--- src/design/trmax_pkg.sv ---
package trmax_pkg;

    // Fixed field widths
    localparam int SIZE_W      = 11;
    localparam int CFG_DIMS    = 4;
    localparam int IDX_W       = 10;
    localparam int ELEM_W      = 32;
    localparam int CFG_IDX_W   = 3;
    localparam int CFG_DATA_W  = 11;
    localparam int OUT_TDATA_W = 48;
    localparam int OUT_PAD_W   = OUT_TDATA_W - IDX_W - ELEM_W;

    // Configuration register indexes
    localparam logic [CFG_IDX_W-1:0] CFG_ELEM_TYPE   = 3'd0;
    localparam logic [CFG_IDX_W-1:0] CFG_DIM_SIZE_0  = 3'd1;
    localparam logic [CFG_IDX_W-1:0] CFG_DIM_SIZE_1  = 3'd2;
    localparam logic [CFG_IDX_W-1:0] CFG_DIM_SIZE_2  = 3'd3;
    localparam logic [CFG_IDX_W-1:0] CFG_DIM_SIZE_3  = 3'd4;
    localparam logic [CFG_IDX_W-1:0] CFG_REDUCE_MASK = 3'd5;

    // Element type codes; the unused code behaves as int32
    localparam logic [1:0] ET_FLOAT = 2'd0;
    localparam logic [1:0] ET_INT32 = 2'd1;
    localparam logic [1:0] ET_INT8  = 2'd2;

    typedef struct packed {
        logic first;
        logic last;
        logic done;
    } t_grp_flags;

    typedef struct packed {
        logic              done;
        logic [ELEM_W-1:0] max_bits;
        logic [IDX_W-1:0]  out_index;
    } t_result;

    function automatic logic f_is_nan(input logic [ELEM_W-1:0] b);
        return (b[30:23] == 8'hFF) && (b[22:0] != '0);
    endfunction

    function automatic logic [ELEM_W-1:0] f_key(input logic [ELEM_W-1:0] b);
        return b[31] ? ~b : (b | 32'h8000_0000);
    endfunction

    // True when the stored value is strictly below the newcomer
    function automatic logic f_stored_less(input logic [ELEM_W-1:0] stored,
                                           input logic [ELEM_W-1:0] fresh,
                                           input logic              is_float);
        logic res;
        if (is_float) begin
            if (f_is_nan(stored) || f_is_nan(fresh)) begin
                res = 1'b0;
            end else if ((stored[30:0] == '0) && (fresh[30:0] == '0)) begin
                res = 1'b0;
            end else begin
                res = f_key(stored) < f_key(fresh);
            end
        end else begin
            res = (stored ^ 32'h8000_0000) < (fresh ^ 32'h8000_0000);
        end
        return res;
    endfunction

endpackage

--- src/design/trmax_out_fifo.sv ---
module trmax_out_fifo (
    input  logic               i_clk,
    input  logic               i_rst_n,
    input  logic               i_push,
    input  trmax_pkg::t_result i_data,
    input  logic               i_pop,
    output logic               o_valid,
    output trmax_pkg::t_result o_data,
    output logic [1:0]         o_count
);
    import trmax_pkg::*;

    localparam logic [1:0] LAST_SLOT = 2'd2;

    t_result    r_data [3];
    logic [1:0] r_wp;
    logic [1:0] r_rp;
    logic [1:0] r_cnt;
    logic       w_pop;

    assign o_valid = (r_cnt != '0);
    assign o_data  = r_data[r_rp];
    assign o_count = r_cnt;
    assign w_pop   = i_pop & o_valid;

    always_ff @(posedge i_clk) begin
        if (i_push) begin
            r_data[r_wp] <= i_data;
        end
    end

    always_ff @(posedge i_clk) begin
        if (!i_rst_n) begin
            r_wp  <= '0;
            r_rp  <= '0;
            r_cnt <= '0;
        end else begin
            if (i_push) begin
                r_wp <= (r_wp == LAST_SLOT) ? '0 : r_wp + 2'd1;
            end
            if (w_pop) begin
                r_rp <= (r_rp == LAST_SLOT) ? '0 : r_rp + 2'd1;
            end
            r_cnt <= r_cnt + {1'b0, i_push} - {1'b0, w_pop};
        end
    end

endmodule
--- config.mk ---
export PLATFORM = sky130hd
export DESIGN_NAME = trmax_out_fifo
export DESIGN_NICKNAME = d
export VERILOG_FILES = /design/src/design/trmax_pkg.sv /design/src/design/trmax_out_fifo.sv
export SDC_FILE = /design/constraint.sdc
export NUM_CORES = 1
export LEC_CHECK = 0
export BUFFER_PORTS_ARGS = -buffer_cell sky130_fd_sc_hd__buf_2
export CAP_MARGIN = 5
export CORE_ASPECT_RATIO = 1.1
export CORE_MARGIN = 8
export CORE_UTILIZATION = 45
export CTS_CLUSTER_DIAMETER = 80
export DETAILED_ROUTE_END_ITERATION = 12
export MAX_ROUTING_LAYER = met4
export PLACE_DENSITY = 0.66
export SYNTH_ARGS = -nofsm -noshare
export SYNTH_HDL_FRONTEND = slang
export SYNTH_SLANG_ARGS = --single-unit
--- constraint.sdc ---
create_clock -name i_clk -period 5.66 [get_ports i_clk]
set_input_delay 1.132 -clock i_clk [delete_from_list [all_inputs] [get_ports i_clk]]
set_output_delay 1.132 -clock i_clk [all_outputs]
set_load 0.03 [all_outputs]
==> out/results.ini <==
[detailed_routing]
drtIter0Drc=159
ant_nets=0
first_pass_iters=4
dr_total_vias=2804
routedWlPerCell_um=16.6
postRouteWirelength_um=9550
post-route-drc-count=0
vias_per_cell=4.88

[grt]
gr-total-overflow=0
grt_usage_pct=13.6
grt_pass1_wl_um=15100
antenna_found_initial=0
grt_max_degree=51
grt_pass1_vias=2967

[critical_path]
r2r_slack_ns=3.77
path_cells=buf_4, mux2i_1, o21ai_1, buf_2
crit_fanout=23
crit_buf_inv=2
cpMaxStageDelayCell=dfxtp_2
critPathKind=reg -> out
worst_ep_arrival_time_ns=2.26
startpoint_type=register
cp_top_family=flip-flops
endpoint_kind=output pin
cpPeakStageDelay_ns=0.77
cp.required_ns=4.53

[finish]
area_delta_synth_final_pct=25.2
layoutNonFillerInstCount=575
layout-drive-gt1-share_pct=32.0
seqCellArea_um2=4040
n_fill_cell=916
multi_input_area_um2=995
final_common_cell=edfxtp_1
antenna_cells=0
fin_area_um2=6450
final_cell_mix=129 x edfxtp_1, 92 x buf_2, 48 x nand2_1, 45 x mux2i_1, 40 x o21ai_1
final_nets=460

[clock_network]
cts_setup_buffers=0
clkTransAtPathRegs_ns=0.05
postCtsHoldBufs=0
clockBufferDepth=2
cts_made_buffers=17
root_buffer=clkbuf_16
insertion_delay_ns=0.41
ctsHtreeMaxLevel=4
cts_tree=built
post_cts_resized=0
cts.sink_count=137

[sta]
period_needed_ns=3.39
fmax_mhz=295
setup_viol_count_final=0
setup_tns_ns=0
slew_violations=0
hold_violations=0
period_share_pct=59.9
fin_skew_ns=0.00617
setup_slack_ns=2.27
relSlewSlack_pct=54.2
rsz0062_at_grt=false
worstMarginPinSlew_ns=0.687

[status]
outcome=completed

[synthesis]
ys_types=23
ys_seq_elements=137
synth_flop_cell=edfxtp_1
syn_avg_cell_area_um2=16.6
synthesis.area_um2=5150
async_reset_ff_share_pct=0
seq_area_frac_synth_pct=78.3
synth_edf_count=129
synth_cells=310
synth_fp_nets=358
yosys_warnings=0

[floorplanning]
start_util_pct=45.5
fp.coreArea_um2=11300
dieWidth_um=118
rows=41
io_pins=93
die_h_um=128
dieArea_um2=15100

[power_and_ir_drop]
switching_share_pct=20.7
p_int_mw=2.17
power.density_nw_per_um2=424
switching_power_mw=0.566
seq_power_share_pct=43.1
p_clk_share_pct=48.5
ir_drop_mv=0.242
p_comb_share_pct=8.4
leakage_nw=2.28

[place]
placedInstanceArea_um2=5730
place_ws_ns=2.65
placedCellCount=543
globalplace.congestion=0.695
hpwl_um=6110
port_buffers=92

[flow_run]
maxCapViolCount=0

[worst_hold_path]
hp-class=reg -> reg

[area by class of cell]
cell class	instances	area share, %
sequential	137	62.6
clock buffer	20	7.08
clock inverter	12	4.15
inverter	1	0.0582
tap	150	2.91
timing repair buffer	98	7.83
multi-input combinational	157	15.4
[kinds of logic (layout without fill, tap and decap cells)]
logic type,after synthesis,in the layout,synth area share (%)
flip-flops,137,137,78.3
AND/OR/NAND/NOR,60,60,4.81
AO/OA/AOI/OAI,51,51,5.12
multiplexers,45,45,8.74
buffers and inverters,16,131,2.82
adder cells (fa/ha/maj),1,1,0.243
[metal layers]
| layer | vias up | part of all wire [%] | GRT usage [%] |
|---|---|---|---|
| met5 | - | 0 | - |
| met4 | 0 | 1.7 | 6.79 |
| met3 | 15 | 4.5 | 4.36 |
| met2 | 69 | 51 | 23.1 |
| met1 | 1346 | 43 | 14.2 |
| li1 | 1374 | - | - |
[worst paths after layout]
| kind | from | endpoint | cells after the start |
|---|---|---|---|
| worst min-delay path | r_rp[0]$_SDFFE_PN0P_ | register | 2 |
| worst max register to register | r_wp[0]$_SDFFE_PN0P_ | r_data[1][1]$_DFFE_PP_ | 3 |
| worst max-delay path | register | o_data[2] | 4 |
| worst min register to register | r_rp[0]$_SDFFE_PN0P_ | register | 2 |
[power groups by stage]
stage / combinational [mW] / clock (mW) / sequential (mW)
after global routing: 0.250 / 1.39 / 1.18
after global placement: 0.232 / 0 / 1.20
after CTS: 0.237 / 1.35 / 1.18
after detailed placement: 0.236 / 0 / 1.20
final: 0.231 / 1.33 / 1.18
after floorplan: 0.166 / 0 / 1.19
[state kept, by name (all words and copies together) (netlist names), named ones only]
name,cells
r_data,129
r_rp,2
o_count,2
r_wp,2
[worst reg2reg max path: stages (launching register included)]
cell and delay, ns:
dfxtp_1 0.43, nand2_1 0.12, nor2_4 0.50, buf_4 0.48
[metrics by stage]
| step | total power, mW | utilization (%) | hold slack, ns |
|---|---|---|---|
| after floorplan | 1.36 | - | 0.475 |
| after global placement | 1.43 | 50.5 | 0.480 |
| after detailed placement | 1.43 | 50.5 | 0.503 |
| after CTS | 2.77 | 56.9 | 0.512 |
| after global routing | 2.83 | 56.9 | 0.559 |
| final | 2.73 | 56.9 | 0.510 |
[cell usage after synthesis, types with 2 or more instances]
cell type / count / area share, %
nand2_1: 48 / 3.5
nor2_1: 3 / 0.22
o21ai_0: 8 / 0.78
nor2b_1: 2 / 0.24
nand3_1: 2 / 0.19
buf_12: 4 / 1.6
edfxtp_1: 129 / 75
clkbuf_1: 4 / 0.29
mux2i_1: 45 / 8.7
o21ai_1: 40 / 3.9
buf_4: 2 / 0.29
buf_2: 4 / 0.39
o21a_1: 2 / 0.29
dfxtp_1: 8 / 3.1
Note: power is estimated with default switching activity, not from simulation.
