`src/design/trmax_pkg.sv`:
```
package trmax_pkg;

    // Fixed field widths
    localparam int SIZE_W      = 11;
    localparam int CFG_DIMS    = 4;
    localparam int IDX_W       = 10;
    localparam int ELEM_W      = 32;
    localparam int CFG_IDX_W   = 3;
    localparam int CFG_DATA_W  = 11;
    localparam int OUT_TDATA_W = 48;
    localparam int OUT_PAD_W   = OUT_TDATA_W - IDX_W - ELEM_W;

    // Configuration register indexes
    localparam logic [CFG_IDX_W-1:0] CFG_ELEM_TYPE   = 3'd0;
    localparam logic [CFG_IDX_W-1:0] CFG_DIM_SIZE_0  = 3'd1;
    localparam logic [CFG_IDX_W-1:0] CFG_DIM_SIZE_1  = 3'd2;
    localparam logic [CFG_IDX_W-1:0] CFG_DIM_SIZE_2  = 3'd3;
    localparam logic [CFG_IDX_W-1:0] CFG_DIM_SIZE_3  = 3'd4;
    localparam logic [CFG_IDX_W-1:0] CFG_REDUCE_MASK = 3'd5;

    // Element type codes; the unused code behaves as int32
    localparam logic [1:0] ET_FLOAT = 2'd0;
    localparam logic [1:0] ET_INT32 = 2'd1;
    localparam logic [1:0] ET_INT8  = 2'd2;

    typedef struct packed {
        logic first;
        logic last;
        logic done;
    } t_grp_flags;

    typedef struct packed {
        logic              done;
        logic [ELEM_W-1:0] max_bits;
        logic [IDX_W-1:0]  out_index;
    } t_result;

    function automatic logic f_is_nan(input logic [ELEM_W-1:0] b);
        return (b[30:23] == 8'hFF) && (b[22:0] != '0);
    endfunction

    function automatic logic [ELEM_W-1:0] f_key(input logic [ELEM_W-1:0] b);
        return b[31] ? ~b : (b | 32'h8000_0000);
    endfunction

    // True when the stored value is strictly below the newcomer
    function automatic logic f_stored_less(input logic [ELEM_W-1:0] stored,
                                           input logic [ELEM_W-1:0] fresh,
                                           input logic              is_float);
        logic res;
        if (is_float) begin
            if (f_is_nan(stored) || f_is_nan(fresh)) begin
                res = 1'b0;
            end else if ((stored[30:0] == '0) && (fresh[30:0] == '0)) begin
                res = 1'b0;
            end else begin
                res = f_key(stored) < f_key(fresh);
            end
        end else begin
            res = (stored ^ 32'h8000_0000) < (fresh ^ 32'h8000_0000);
        end
        return res;
    endfunction

endpackage

```
`src/design/trmax_index.sv`:
```
module trmax_index #(
    parameter int RANK      = 4,
    parameter int OUT_DEPTH = 1024,
    parameter int DIM_MAX   = 1024
) (
    input  logic                          i_clk,
    input  logic                          i_rst_n,
    input  logic [trmax_pkg::SIZE_W-1:0]  i_dim_size [trmax_pkg::CFG_DIMS],
    input  logic [trmax_pkg::CFG_DIMS-1:0] i_reduce_mask,
    input  logic                          i_recalc,
    input  logic                          i_step,
    output logic                          o_busy,
    output logic [$clog2(OUT_DEPTH)-1:0]  o_idx,
    output trmax_pkg::t_grp_flags         o_flags
);
    import trmax_pkg::*;

    localparam int SZ_MAX = (DIM_MAX < 2047) ? DIM_MAX : 2047;
    localparam int CW     = $clog2(SZ_MAX);
    localparam int EW     = $clog2(SZ_MAX + 1);
    localparam int MW     = $clog2(OUT_DEPTH);
    localparam int BW     = $clog2(EW);
    localparam logic [MW:0] MOD = (MW+1)'(OUT_DEPTH);

    function automatic logic [MW-1:0] f_modadd(input logic [MW-1:0] a,
                                               input logic [MW-1:0] b);
        logic [MW:0] s;
        s = {1'b0, a} + {1'b0, b};
        if (s >= MOD) s = s - MOD;
        return s[MW-1:0];
    endfunction

    // 2*a + bit, reduced
    function automatic logic [MW-1:0] f_dbl(input logic [MW-1:0] a, input logic bit_in);
        logic [MW:0] s;
        s = {a, bit_in};
        if (s >= MOD) s = s - MOD;
        return s[MW-1:0];
    endfunction

    logic [CW-1:0]   r_cnt   [RANK];
    logic [MW-1:0]   r_snap  [RANK];   // index with all inner digits zeroed
    logic [MW-1:0]   r_q     [RANK];   // weight of each digit
    logic [MW-1:0]   r_sr    [RANK];
    logic [MW-1:0]   r_qr    [RANK];
    logic [MW-1:0]   r_x;
    logic            r_busy;
    logic            r_add;
    logic [BW-1:0]   r_bit;
    logic [RANK-1:0] r_dim_oh;

    logic [EW-1:0]   w_eff   [RANK];
    logic [EW-1:0]   w_nxt   [RANK];
    logic [RANK-1:0] w_red, w_wrap, w_end, w_zero, w_carry, w_use;
    logic [MW-1:0]   w_new_v;
    logic [EW-1:0]   w_sel_eff, w_sel_cnt;
    logic            w_sel_red;
    logic            w_eff_bit, w_cnt_bit;
    logic [MW-1:0]   w_sr_nxt [RANK];
    logic [MW-1:0]   w_qr_nxt [RANK];

    for (genvar k = 0; k < RANK; k++) begin : g_dim
        if (k < CFG_DIMS) begin : g_cfg
            always_comb begin
                if (i_dim_size[k] == '0) begin
                    w_eff[k] = EW'(1);
                end else if (32'(i_dim_size[k]) > DIM_MAX) begin
                    w_eff[k] = EW'(DIM_MAX);
                end else begin
                    w_eff[k] = EW'(i_dim_size[k]);
                end
            end
            assign w_red[k] = i_reduce_mask[k];
        end else begin : g_fix
            assign w_eff[k] = EW'(1);
            assign w_red[k] = 1'b0;
        end
        assign w_nxt[k]  = EW'(r_cnt[k]) + EW'(1);
        assign w_wrap[k] = (w_nxt[k] >= w_eff[k]);
        assign w_end[k]  = (EW'(r_cnt[k]) == (w_eff[k] - EW'(1)));
        assign w_zero[k] = (r_cnt[k] == '0);
    end

    // carry into digit k: every inner digit wraps
    always_comb begin
        w_carry[RANK-1] = 1'b1;
        for (int k = RANK - 2; k >= 0; k--) begin
            w_carry[k] = w_carry[k+1] & w_wrap[k+1];
        end
    end

    // index after the step: digit that advances adds its weight
    always_comb begin
        w_new_v = '0;
        for (int k = 0; k < RANK; k++) begin
            if (w_carry[k] && !w_wrap[k]) begin
                w_new_v = f_modadd(r_snap[k], w_red[k] ? '0 : r_q[k]);
            end
        end
    end

    assign o_flags.first = &(~w_red | w_zero);
    assign o_flags.last  = &(~w_red | w_end);
    assign o_flags.done  = &w_end;
    assign o_idx         = r_snap[RANK-1];
    assign o_busy        = r_busy;

    // recompute datapath: one bit of the current size per cycle
    always_comb begin
        w_sel_eff = '0;
        w_sel_cnt = '0;
        w_sel_red = 1'b0;
        for (int k = 0; k < RANK; k++) begin
            if (r_dim_oh[k]) begin
                w_sel_eff = w_sel_eff | w_eff[k];
                w_sel_cnt = w_sel_cnt | EW'(r_cnt[k]);
                w_sel_red = w_sel_red | w_red[k];
            end
        end
    end

    assign w_eff_bit = w_sel_eff[r_bit];
    assign w_cnt_bit = w_sel_cnt[r_bit];

    always_comb begin
        w_use[0] = r_dim_oh[0];
        for (int k = 1; k < RANK; k++) begin
            w_use[k] = w_use[k-1] | r_dim_oh[k];
        end
    end

    always_comb begin
        for (int k = 0; k < RANK; k++) begin
            w_sr_nxt[k] = f_dbl(r_sr[k], 1'b0);
            w_qr_nxt[k] = f_dbl(r_qr[k], 1'b0);
            if (w_eff_bit) begin
                w_sr_nxt[k] = f_modadd(w_sr_nxt[k], r_snap[k]);
                w_qr_nxt[k] = f_modadd(w_qr_nxt[k], r_q[k]);
            end
        end
    end

    always_ff @(posedge i_clk) begin
        if (!i_rst_n) begin
            r_busy   <= 1'b0;
            r_add    <= 1'b0;
            r_bit    <= BW'(EW - 1);
            r_dim_oh <= RANK'(1);
            r_x      <= '0;
            for (int k = 0; k < RANK; k++) begin
                r_cnt[k]  <= '0;
                r_snap[k] <= '0;
                r_q[k]    <= MW'(1);
                r_sr[k]   <= '0;
                r_qr[k]   <= '0;
            end
        end else if (i_recalc) begin
            r_busy   <= 1'b1;
            r_add    <= 1'b0;
            r_bit    <= BW'(EW - 1);
            r_dim_oh <= RANK'(1);
            r_x      <= '0;
            for (int k = 0; k < RANK; k++) begin
                r_snap[k] <= '0;
                r_q[k]    <= '0;
                r_sr[k]   <= '0;
                r_qr[k]   <= '0;
            end
        end else if (r_busy) begin
            if (!r_add) begin
                for (int k = 0; k < RANK; k++) begin
                    r_sr[k] <= w_sr_nxt[k];
                    r_qr[k] <= w_qr_nxt[k];
                end
                r_x <= f_dbl(r_x, w_cnt_bit);
                if (r_bit == '0) begin
                    r_add <= 1'b1;
                end else begin
                    r_bit <= r_bit - BW'(1);
                end
            end else begin
                for (int k = 0; k < RANK; k++) begin
                    if (!w_sel_red) begin
                        r_snap[k] <= f_modadd(r_sr[k], w_use[k] ? r_x : '0);
                        r_q[k]    <= f_modadd(r_qr[k], r_dim_oh[k] ? MW'(1) : '0);
                    end
                    r_sr[k] <= '0;
                    r_qr[k] <= '0;
                end
                r_x   <= '0;
                r_add <= 1'b0;
                r_bit <= BW'(EW - 1);
                if (r_dim_oh[RANK-1]) begin
                    r_busy <= 1'b0;
                end else begin
                    r_dim_oh <= r_dim_oh << 1;
                end
            end
        end else if (i_step) begin
            for (int k = 0; k < RANK; k++) begin
                if (w_carry[k]) begin
                    r_cnt[k]  <= w_wrap[k] ? '0 : CW'(w_nxt[k]);
                    r_snap[k] <= w_new_v;
                end
            end
        end
    end

endmodule

```
`config.mk`:
```
export PLATFORM = sky130hd
export DESIGN_NAME = trmax_index
export DESIGN_NICKNAME = d
export VERILOG_FILES = /design/src/design/trmax_pkg.sv /design/src/design/trmax_index.sv
export SDC_FILE = /design/constraint.sdc
export NUM_CORES = 1
export LEC_CHECK = 0
export BUFFER_PORTS_ARGS = -buffer_cell sky130_fd_sc_hd__buf_2
export CORE_ASPECT_RATIO = 0.75
export CORE_MARGIN = 2
export CORE_UTILIZATION = 43
export CTS_BUF_LIST = sky130_fd_sc_hd__clkbuf_16
export CTS_CLUSTER_DIAMETER = 100
export CTS_CLUSTER_SIZE = 28
export DETAILED_ROUTE_END_ITERATION = 7
export GPL_TIMING_DRIVEN = 0
export SYNTH_ARGS = -nofsm -noshare
export SYNTH_HDL_FRONTEND = slang
export SYNTH_SLANG_ARGS = --single-unit
```
`constraint.sdc`:
```
create_clock -name i_clk -period 3.2 [get_ports i_clk]
set_input_delay 0.16 -clock i_clk [delete_from_list [all_inputs] [get_ports i_clk]]
set_output_delay 0.16 -clock i_clk [all_outputs]
set_load 0.005 [all_outputs]
```
==> impl_results.md <==
- Status: finished, violations left
- Failing checks: negative setup slack
- Area of the multi-input gates: 14,060 sq um
- Vias per Instance: around 6.1
- Critical path fanouts, max: 4
- Sequential share of the synthesized area: 0.2936
- Flop-to-flop setup slack: -0.45 ns
- Setup crit end kind: register
- Most frequent cells in the layout: 195 x ha_1, 182 x nand2_1, 160 x nor2_1
- DR iter-0 viols: around 1,900
- Peak VDD IR: 0.2849 mV
- Worst-Margin Slew: around 1.1 ns
- Worst Setup EP: r_snap[2][9]
- Power per Cell Area: roughly 290 nW/um^2
- Setup Skew: 0.01374 ns
- Asr flop ratio synth: 0
- Reg2Reg Depth: 16
- Reported leakage power: 9.869 nW
- Synth top area share: 0.2009
- R2r endpoint: r_snap[2][9]
- Fin. Hold Viols: 0
- CP startpoint kind: register
- Fin. max-slew vios: 0
- Num rows: 67
- H-tree levels: 1
- DIE HEIGHT: 188.1 microns
- Antenna Cells: 0
- Flops & latches, synth: 220
- Area occupied by registers: 5712 sq um
- Clock Tree Buf Depth: 3
- Number of max-capacitance violations reported: 0
- CP required: roughly 3.4 ns
- Core Region: 44,600 sq um
- Largest net degree at the start of global routing: 30
- Die X: between 200 and 250 microns
- Cells on Worst Hold Path: 3
- Vias: between 15,000 and 20,000
- Dpl ws: -1.819 ns
- Non-Filler Instances: about 3,000
- HP Class: input port to register
- YS warnings: 0
- Port Buf Inserts: 56
- Slew headroom: 0.2344
- Number of flops mapped to enable cells by yosys: 130
- Synth area leader: edfxtp_1
- Final TNS setup: -25.56 ns
- Routed Wire Length: roughly 72,000 microns
- Routability cong.: roughly 1.0
- Final Util: 0.5231
- TritonCTS clock tree: done
- Gr ovfl total: 0
- Critical path startpoint: r_cnt[3][0]
- Clock root buffer: clkbuf_16
- Main synth FF type: edfxtp_1
- CTS buffer count: 11
- RSZ-0062 raised after global routing: yes
- Power Total: around 6.7 mW
- Fraction of layout cells with a size suffix above 1: 0.1790
- Dpl hpwl: approximately 54,000 microns
- Initial antenna violation count: 2
- Routed WL per cell: approximately 24 microns
- Global-route wire length before repair: 107,000 microns
- Period utilisation layout: 1.141
- Die area: 46,930 sq um
- Most common cell after layout, fill and taps aside: ha_1
- Crit path kind: register to register
- Synth Instances: ~2,200
- Final worst slack: -0.4519 ns
- Boundary Pins: 66
- CTS Sinks: 220
- DRC viols: 0
- Cts hold-fix bufs: 0
- Worst skew pair latency: 0.51 ns
- DRT Pass-1 Iters: 6
- DP Cell Count: between 2,000 and 3,000
- Mapped Area: about 19,000 sq um
- Reg clk slew, reported paths: about 0.12 ns
- Vias in the first global route: 17,190
- Tmin final: about 3.7 ns
- Fmax: 273.8 MHz
- Syn nets: 2,504
- Final setup violation count: 123
- Mean Syn Cell Area: roughly 8.7 sq um
- P&R area growth vs syn: 20.05%
- Area after DPL: around 21,000 sq um
- Initial Util: 0.4357
- Layout net count: roughly 2,700
- Fillers: 4,151
- Synth cell types: 81
- Gr usage total: 0.2984
- Arr. time, crit path: 3.89 ns
- DRT antenna net count: 0
- Worst hold margin: approximately 0.22 ns
- Final instance area: 23,330 sq um
- Main area contributors after synthesis: edfxtp_1 20%, ha_1 13%, dfxtp_1 9.3%, xnor2_1 6.3%, nand2_1 3.7%
- Critical R2R Launch: r_cnt[3][0]
==> how the worst min path moves through the flow <==
stage / start / slack, ns / to
5_1_grt: i_recalc / 0.26 / r_q[1][0]
6_report: i_recalc / 0.22 / o_busy
4_1_cts: i_recalc / 0.20 / o_busy
2_1_floorplan: r_q[2][1] / 0.45 / r_q[2][1]
3_5_place_dp: r_q[2][0] / 0.47 / r_qr[2][0]
3_3_place_gp: r_q[2][1] / 0.46 / r_q[2][1]
==> cells by family (layout without fill, tap and decap cells) <==
kind of cell             after synthesis  in the layout  synth area share
AO/OA/AOI/OAI                        537            537            0.1827
XOR/XNOR                             220            220           0.09916
adder cells (fa/ha/maj)              221            221            0.1485
buffers and inverters                194            387           0.04140
flip-flops                           220            220            0.2936
multiplexers                          69             69           0.03644
AND/OR/NAND/NOR                      770            771            0.1982
==> timing repair <==
item	4_1_cts	5_1_grt
endpoints found under the setup margin	297	220
cloned	3	1
gates resized for setup	241	95
setup buffers	96	41
pin swaps	66	55
==> cell type report <==
class	count	area share
clock inverter	5	0.0008581
multi-input combinational	1818	0.6026
clock buffer	11	0.01180
timing repair buffer	195	0.06613
sequential	220	0.2448
tap	586	0.03143
buffer	97	0.02885
inverter	79	0.01352
==> worst max-delay path, cell delays in order, from the launching register on <==
cell	delay [ns]
edfxtp_1	0.49
ha_2	0.23
nand3_2	0.08
inv_2	0.06
and3_4	0.18
xor2_4	0.16
ha_4	0.16
or4_4	0.50
a221oi_4	0.26
o21ai_4	0.13
buf_6	0.14
nand3_4	0.17
nor3_4	0.10
buf_4	0.15
a221oi_2	0.24
buf_4	0.23
o22ai_2	0.08
==> synth_stat cells, types with 13 or more instances <==
library cell / instances
nand3_1: 81
a21o_1: 40
o22ai_1: 23
nand2b_1: 25
a22o_1: 31
nor4_1: 22
a31oi_1: 17
nor3_1: 43
xor2_1: 81
a21oi_1: 91
o21ai_0: 119
and2_1: 15
o21bai_1: 15
inv_1: 77
and3_1: 67
clkbuf_1: 90
edfxtp_1: 130
nor2b_1: 86
o21a_1: 17
a211oi_1: 15
nand4_1: 13
mux2i_1: 64
nor2_1: 170
dfxtp_1: 90
xnor2_1: 139
ha_1: 205
a22oi_1: 41
fa_1: 16
o211ai_1: 14
o21ai_1: 27
nand2_1: 194
==> sequential cells by signal, summed over array words and instances (netlist names) <==
register	cells
r_bit	4
r_x	10
r_cnt	40
o_busy	1
r_q	40
r_snap	40
r_dim_oh	4
r_qr	40
r_sr	40
r_add	1
==> power by group <==
group	internal, mW	leakage [nW]	switching (mW)	total (mW)
Sequential	3.09	2.15	0.105	3.19
Clock	0.639	0.161	1.01	1.65
Combinational	0.742	7.56	1.08	1.82
Total	4.47	9.87	2.20	6.67
==> layer usage <==
layer	GRT usage	part of all wire	up-vias
met1	0.4601	0.46	8917
met4	0.04147	0.016	2
met3	0.07274	0.12	94
met5	0	0.00039	-
met2	0.4240	0.40	902
li1	-	-	8509
Power figures use the tool's default switching activity.
